===== config.mk =====
export PLATFORM = sky130hd
export DESIGN_NAME = prt_ctrl
export DESIGN_NICKNAME = d
export VERILOG_FILES = /design/src/sv/prt_pkg.sv /design/src/sv/prt_ctrl.sv
export SDC_FILE = /design/constraint.sdc
export NUM_CORES = 1
export LEC_CHECK = 0
export ABC_CLOCK_PERIOD_IN_PS = 3700
export BUFFER_PORTS_ARGS = -buffer_cell sky130_fd_sc_hd__buf_2
export CORE_MARGIN = 2
export CORE_UTILIZATION = 60
export CTS_BUF_LIST = sky130_fd_sc_hd__clkbuf_4
export CTS_CLUSTER_DIAMETER = 50
export DETAILED_ROUTE_END_ITERATION = 10
export MAX_ROUTING_LAYER = met4
export PLACE_DENSITY_LB_ADDON = 0.15
export SYNTH_ARGS = -nofsm -noshare
export SYNTH_HDL_FRONTEND = slang
export SYNTH_SLANG_ARGS = --single-unit

===== constraint.sdc =====
create_clock -name clk_i -period 3.7 [get_ports clk_i]
set_input_delay 0 -clock clk_i [delete_from_list [all_inputs] [get_ports clk_i]]
set_output_delay 0 -clock clk_i [all_outputs]
set_load 0.01 [all_outputs]

===== src/sv/prt_pkg.sv =====
// Package: shared types, constants and tables of the phasor resonator tracker.
`timescale 1ns / 1ps
package prt_pkg;

  localparam int TableAddrBits = 10;
  localparam int MaxFrame      = 4096;
  localparam int CordicSteps   = 24;
  localparam int DivSteps      = 32;
  localparam int IterW         = 5;
  localparam int FcW           = $clog2(MaxFrame + 1);
  localparam int CfgIdxW       = 2;
  localparam int CfgDataW      = 32;
  localparam int CordW         = 35;

  localparam logic [29:0] KinvQ30 = 30'd652032874;

  localparam logic [CfgIdxW-1:0] REG_INC       = 2'd0;
  localparam logic [CfgIdxW-1:0] REG_ALPHA     = 2'd1;
  localparam logic [CfgIdxW-1:0] REG_TRACK_EN  = 2'd2;
  localparam logic [CfgIdxW-1:0] REG_THRESHOLD = 2'd3;

  typedef struct packed {
    logic signed [15:0] sample;
    logic               frame_last;
  } in_t;

  typedef struct packed {
    logic [62:0]        power;
    logic [31:0]        amplitude;
    logic [31:0]        tracked_increment;
    logic signed [31:0] phase_angle;
    logic               above_threshold;
  } out_t;

  typedef enum logic [3:0] {
    OP_NONE,
    OP_LOAD,
    OP_ROT_INIT,
    OP_CORDIC,
    OP_TAB,
    OP_TGT,
    OP_SM_MUL0,
    OP_SM_MUL1,
    OP_SM_WR,
    OP_ADV,
    OP_VEC_INIT,
    OP_MAG,
    OP_DIV_INIT,
    OP_DIV,
    OP_FIN
  } op_e;

  typedef struct packed {
    op_e              op;
    logic [IterW-1:0] step;
  } cmd_t;

  typedef struct packed {
    logic last;
    logic track_go;
    logic out_busy;
  } sts_t;

  function automatic logic [31:0] atan_turns(input logic [IterW-1:0] i);
    logic [31:0] r;
    unique case (i)
      5'd0:  r = 32'h20000000;
      5'd1:  r = 32'h12E4051E;
      5'd2:  r = 32'h09FB385B;
      5'd3:  r = 32'h051111D4;
      5'd4:  r = 32'h028B0D43;
      5'd5:  r = 32'h0145D7E1;
      5'd6:  r = 32'h00A2F61E;
      5'd7:  r = 32'h00517C55;
      5'd8:  r = 32'h0028BE53;
      5'd9:  r = 32'h00145F2F;
      5'd10: r = 32'h000A2F98;
      5'd11: r = 32'h000517CC;
      5'd12: r = 32'h00028BE6;
      5'd13: r = 32'h000145F3;
      5'd14: r = 32'h0000A2FA;
      5'd15: r = 32'h0000517D;
      5'd16: r = 32'h000028BE;
      5'd17: r = 32'h0000145F;
      5'd18: r = 32'h00000A30;
      5'd19: r = 32'h00000518;
      5'd20: r = 32'h0000028C;
      5'd21: r = 32'h00000146;
      5'd22: r = 32'h000000A3;
      5'd23: r = 32'h00000051;
      5'd24: r = 32'h00000029;
      5'd25: r = 32'h00000014;
      5'd26: r = 32'h0000000A;
      5'd27: r = 32'h00000005;
      5'd28: r = 32'h00000003;
      5'd29: r = 32'h00000001;
      5'd30: r = 32'h00000001;
      default: r = 32'h00000000;
    endcase
    return r;
  endfunction

endpackage


===== src/sv/prt_ctrl.sv =====
// Sequencer for per-item smoothing and frame-end measurement.
`timescale 1ns / 1ps
module prt_ctrl (
  input  logic          clk_i,
  input  logic          rst_ni,
  input  logic          in_valid_i,
  output logic          in_ready_o,
  input  prt_pkg::sts_t sts_i,
  output prt_pkg::cmd_t cmd_o
);
  import prt_pkg::*;

  localparam logic [3:0] S_IDLE     = 4'd0;
  localparam logic [3:0] S_ROT_INIT = 4'd1;
  localparam logic [3:0] S_ROT      = 4'd2;
  localparam logic [3:0] S_TAB      = 4'd3;
  localparam logic [3:0] S_TGT      = 4'd4;
  localparam logic [3:0] S_SM0      = 4'd5;
  localparam logic [3:0] S_SM1      = 4'd6;
  localparam logic [3:0] S_SM2      = 4'd7;
  localparam logic [3:0] S_ADV      = 4'd8;
  localparam logic [3:0] S_VEC_INIT = 4'd9;
  localparam logic [3:0] S_VEC      = 4'd10;
  localparam logic [3:0] S_MAG      = 4'd11;
  localparam logic [3:0] S_DIV_INIT = 4'd12;
  localparam logic [3:0] S_DIV      = 4'd13;
  localparam logic [3:0] S_FIN      = 4'd14;

  localparam logic [IterW-1:0] CordLast = IterW'(CordicSteps - 1);
  localparam logic [IterW-1:0] DivLast  = IterW'(DivSteps - 1);
  localparam logic [IterW-1:0] SmLast   = IterW'(3);
  localparam logic [IterW-1:0] MagLast  = IterW'(5);

  logic [3:0]       state_q, state_d;
  logic [IterW-1:0] cnt_q, cnt_d;

  always_comb begin
    state_d    = state_q;
    cnt_d      = cnt_q;
    in_ready_o = 1'b0;
    cmd_o.op   = OP_NONE;
    cmd_o.step = cnt_q;
    unique case (state_q)
      S_IDLE: begin
        in_ready_o = 1'b1;
        cmd_o.op   = OP_LOAD;
        if (in_valid_i) state_d = S_ROT_INIT;
      end
      S_ROT_INIT: begin
        cmd_o.op = OP_ROT_INIT;
        cnt_d    = '0;
        state_d  = S_ROT;
      end
      S_ROT: begin
        cmd_o.op = OP_CORDIC;
        cnt_d    = cnt_q + 1'b1;
        if (cnt_q == CordLast) state_d = S_TAB;
      end
      S_TAB: begin
        cmd_o.op = OP_TAB;
        state_d  = S_TGT;
      end
      S_TGT: begin
        cmd_o.op = OP_TGT;
        cnt_d    = '0;
        state_d  = S_SM0;
      end
      S_SM0: begin
        cmd_o.op = OP_SM_MUL0;
        state_d  = S_SM1;
      end
      S_SM1: begin
        cmd_o.op = OP_SM_MUL1;
        state_d  = S_SM2;
      end
      S_SM2: begin
        cmd_o.op = OP_SM_WR;
        cnt_d    = cnt_q + 1'b1;
        state_d  = (cnt_q == SmLast) ? S_ADV : S_SM0;
      end
      S_ADV: begin
        cmd_o.op = OP_ADV;
        state_d  = sts_i.last ? S_VEC_INIT : S_IDLE;
      end
      S_VEC_INIT: begin
        cmd_o.op = OP_VEC_INIT;
        cnt_d    = '0;
        state_d  = S_VEC;
      end
      S_VEC: begin
        cmd_o.op = OP_CORDIC;
        if (cnt_q == CordLast) begin
          cnt_d   = '0;
          state_d = S_MAG;
        end else begin
          cnt_d = cnt_q + 1'b1;
        end
      end
      S_MAG: begin
        cmd_o.op = OP_MAG;
        cnt_d    = cnt_q + 1'b1;
        if (cnt_q == MagLast) state_d = S_DIV_INIT;
      end
      S_DIV_INIT: begin
        cnt_d = '0;
        if (sts_i.track_go) begin
          cmd_o.op = OP_DIV_INIT;
          state_d  = S_DIV;
        end else begin
          state_d = S_FIN;
        end
      end
      S_DIV: begin
        cmd_o.op = OP_DIV;
        cnt_d    = cnt_q + 1'b1;
        if (cnt_q == DivLast) state_d = S_FIN;
      end
      S_FIN: begin
        if (!sts_i.out_busy) begin
          cmd_o.op = OP_FIN;
          state_d  = S_IDLE;
        end
      end
      default: state_d = S_IDLE;
    endcase
  end

  always_ff @(posedge clk_i or negedge rst_ni) begin
    if (!rst_ni) begin
      state_q <= S_IDLE;
      cnt_q   <= '0;
    end else begin
      state_q <= state_d;
      cnt_q   <= cnt_d;
    end
  end

endmodule


==> results.toml <==
[die]
initial_utilization_pct = 65.20
row_count = 13
die_h_um = 42.07
die_x_um = 42.07
core_sq_um = 1334
dieArea_sq_um = 1770
ios = 16

[placement]
place_inst = 136
dp_hpwl_um = 1473
gp_congestion = 0.8672
numPortBuffers = 15
postPlaceCellArea_sq_um = 912.1

[setup_path]
required_ns = 3.87
crit_arrival_ns = 2.28
ff2ff_setup_slack_ns = 1.60
ff2ff_path_depth = 4
end_kind = "flip-flop"
crit_path_max_fanout = 25
reg2reg_from = "state_q[3]$_DFFE_PN0P_"
timing.rr.end = "cnt_q[3]$_DFFE_PN0P_"
startpoint_type = "flip-flop"
crit_type = "flip-flop to flip-flop"

[logic_synthesis]
avgSynthCellArea_sq_um = 7.496
netlist_area_sq_um = 869.6
synth.distinct_cells = 39
synth_top_area_share_pct = 25.90
netlist_top_cells_count = "a21oi_1, o21ai_0, dfrtp_1, nor2_1, nand2_1"
yosys.area_share.simple_pct = 26.04
syn_inst = 116
synth_edf_count = 0
synth.net_count = 125
synth_largest_area_cell = "dfrtp_1"
ys_seq_area_share_pct = 25.90
ys_ff_latch = 9
ys.flop_type = "dfrtp_1"
synth_warnings = 0
synthMuxAreaShare_pct = 2.302
async_reset_ff_share_pct = 100.0
synth_xor_area_share_pct = 3.885
synth_compound_area_share_pct = 29.06
synthTopCellsByArea = "dfrtp_1, a21oi_1, o21ai_0, ha_1, nand2b_1"
synth_top_family_by_area = "compound AO/OA/AOI/OAI gates"
synth-adder-area-share_pct = 4.317

[clock_network]
clk_pin_slew_worst_paths_ns = 0.06
cts_setup_buffers = 0
cts_buffers = 3
clock_latency_ns = 0.26
cts_sinks = 9
cts_root_buffer = "clkbuf_4"
tritoncts = "yes"
h-tree-depth = 1
cts_buffer_depth = 2

[grt]
grt_pass1_vias = 844
grtUsageTotal_pct = 27.62
grt_first_pass_wirelength_um = 3767
grt_max_degree = 26
grt_remaining_overflow = 0
antenna_found_initial = 0

[pwr]
peakVddDrop_mv = 0.5920
powerDensity_nw_per_um2 = 877.7
power_uw = 833.5
p_sw_uw = 455.6
internal-power_uw = 377.9
clkPwrFrac_pct = 8.9
p_leak_nw = 0.4121
pwr-share-seq_pct = 32.0
combPwrFrac_pct = 59.0
switching_share_pct = 54.66

[timing]
grt_setup_unrepaired = "no"
setup-violations-final = 0
hold_violations = 0
drv_slew = 0
fin_tns_setup_ns = 0
maxSlewHeadroom_pct = 51.97
period_share_pct = 56.83
clock.fmax_ghz = 0.4756
tightest_slew_ns = 0.7204
skew_ns = 0.005126
finalCriticalPeriod_ns = 2.103

[min_path]
hold_depth = 3
min-delay-start = "sts_i[0]"
min_to = "state_q[1]$_DFFE_PN0P_"
hold_class = "primary input to flip-flop"

[routing]
drt-pass1-iter-count = 6
route.detailed.drc = 0
routed_wl_um = 2166
viasPerCell = 6.582
drt_iter0_drc = 75
via_count = 928
wl_per_cell_um = 15.36
postRouteAntennaNets = 0

[final_layout]
fin_nets = 136
drive_above_1_share_pct = 15.87
final_cells = 141
fillCellCount = 109
syn_to_final_growth_pct = 9.209
diodes = 0
stdcell_area_sq_um = 949.7

[run_status]
status = "finished clean"

[run]
cap_violations = 0
worst max-delay path: stages, from the launching register on:
cell,delay (ns)
dfrtp_1,0.81
nand2b_1,0.28
mux2i_1,0.16
or4_1,0.55
a21oi_1,0.22
layout by cell type (no fill, tap or decap), drive strengths merged, types with 2 or more instances in the layout:
| cell | n |
|---|---|
| o21ai | 13 |
| nand3 | 3 |
| nor2b | 2 |
| o31ai | 2 |
| dfrtp | 9 |
| nand2b | 5 |
| or4 | 2 |
| nor2 | 8 |
| nand2 | 7 |
| buf | 15 |
| nand4 | 2 |
| mux2i | 2 |
| clkbuf | 3 |
| clkinv | 2 |
| o41ai | 2 |
| o22ai | 3 |
| nor3 | 3 |
| and3 | 2 |
| nor4 | 2 |
| xnor2 | 2 |
| a21oi | 13 |
| inv | 5 |
| o2bb2ai | 2 |
| a22oi | 2 |
| ha | 3 |
cells by family after synthesis:
| group | Yosys count |
|---|---|
| and+or+nand+nor | 41 |
| DFF | 9 |
| AOI/OAI and AO/OA | 42 |
| buffers and inverters | 16 |
| muxes | 2 |
| xor gates and xnor gates | 3 |
| adders and majority gates | 3 |
per-layer routing:
metal | wire length, um | track usage, %
met3 | 225 | 6.897
met4 | 82 | 7.500
met1 | 914 | 38.77
met2 | 943 | 39.69
met5 | 0 | -
what timing repair did:
item / CTS / global route
hold buffers: 1 / 0
endpoints found under the hold margin: 9 / 0
resized for setup: 0 / 0
sequential cells by signal, indices dropped and copies added (netlist names):
register and cells:
state_q 4, cnt_q 5
power groups by stage:
stage | clock network [mW] | logic, mW | registers [mW]
floorplan | 0 | 0.471 | 0.165
global placement | 0 | 0.471 | 0.257
detailed placement | 0 | 0.476 | 0.266
CTS | 0.0755 | 0.483 | 0.262
global route | 0.0826 | 0.554 | 0.282
finish | 0.0745 | 0.492 | 0.267
layout make-up:
class                   count  area (sq um)  share of cell area, %
multi-input cells          91         570.5                  60.08
well taps                  15         18.77                  1.976
flip-flops and latches      9         225.2                  23.72
clock buffers               3         22.52                  2.372
clock inverters             1         5.005                 0.5270
repair buffers             16         85.08                  8.959
inverters                   6         22.52                  2.372
worst max path at each step:
stage,start,endpoint
after detailed placement,state_q[3]$_DFFE_PN0P_,cnt_q[3]$_DFFE_PN0P_
after CTS,state_q[3]$_DFFE_PN0P_,cnt_q[3]$_DFFE_PN0P_
after floorplan,cnt_q[0]$_DFFE_PN0P_,state_q[1]$_DFFE_PN0P_
after global placement,state_q[3]$_DFFE_PN0P_,cnt_q[3]$_DFFE_PN0P_
final,state_q[3]$_DFFE_PN0P_,cnt_q[3]$_DFFE_PN0P_
after global routing,state_q[3]$_DFFE_PN0P_,cnt_q[3]$_DFFE_PN0P_
metrics by stage:
step,worst slack (ns),hold slack [ns],util (%)
3_5_place_dp,1.748,-0.1444,68.39
2_1_floorplan,2.028,-0.2956,-
4_1_cts,1.625,0.1011,71.20
3_3_place_gp,1.832,-0.1466,68.39
6_report,1.597,0.1084,71.20
5_1_grt,1.448,0.1376,71.20
(Power assumes the default switching activity.)
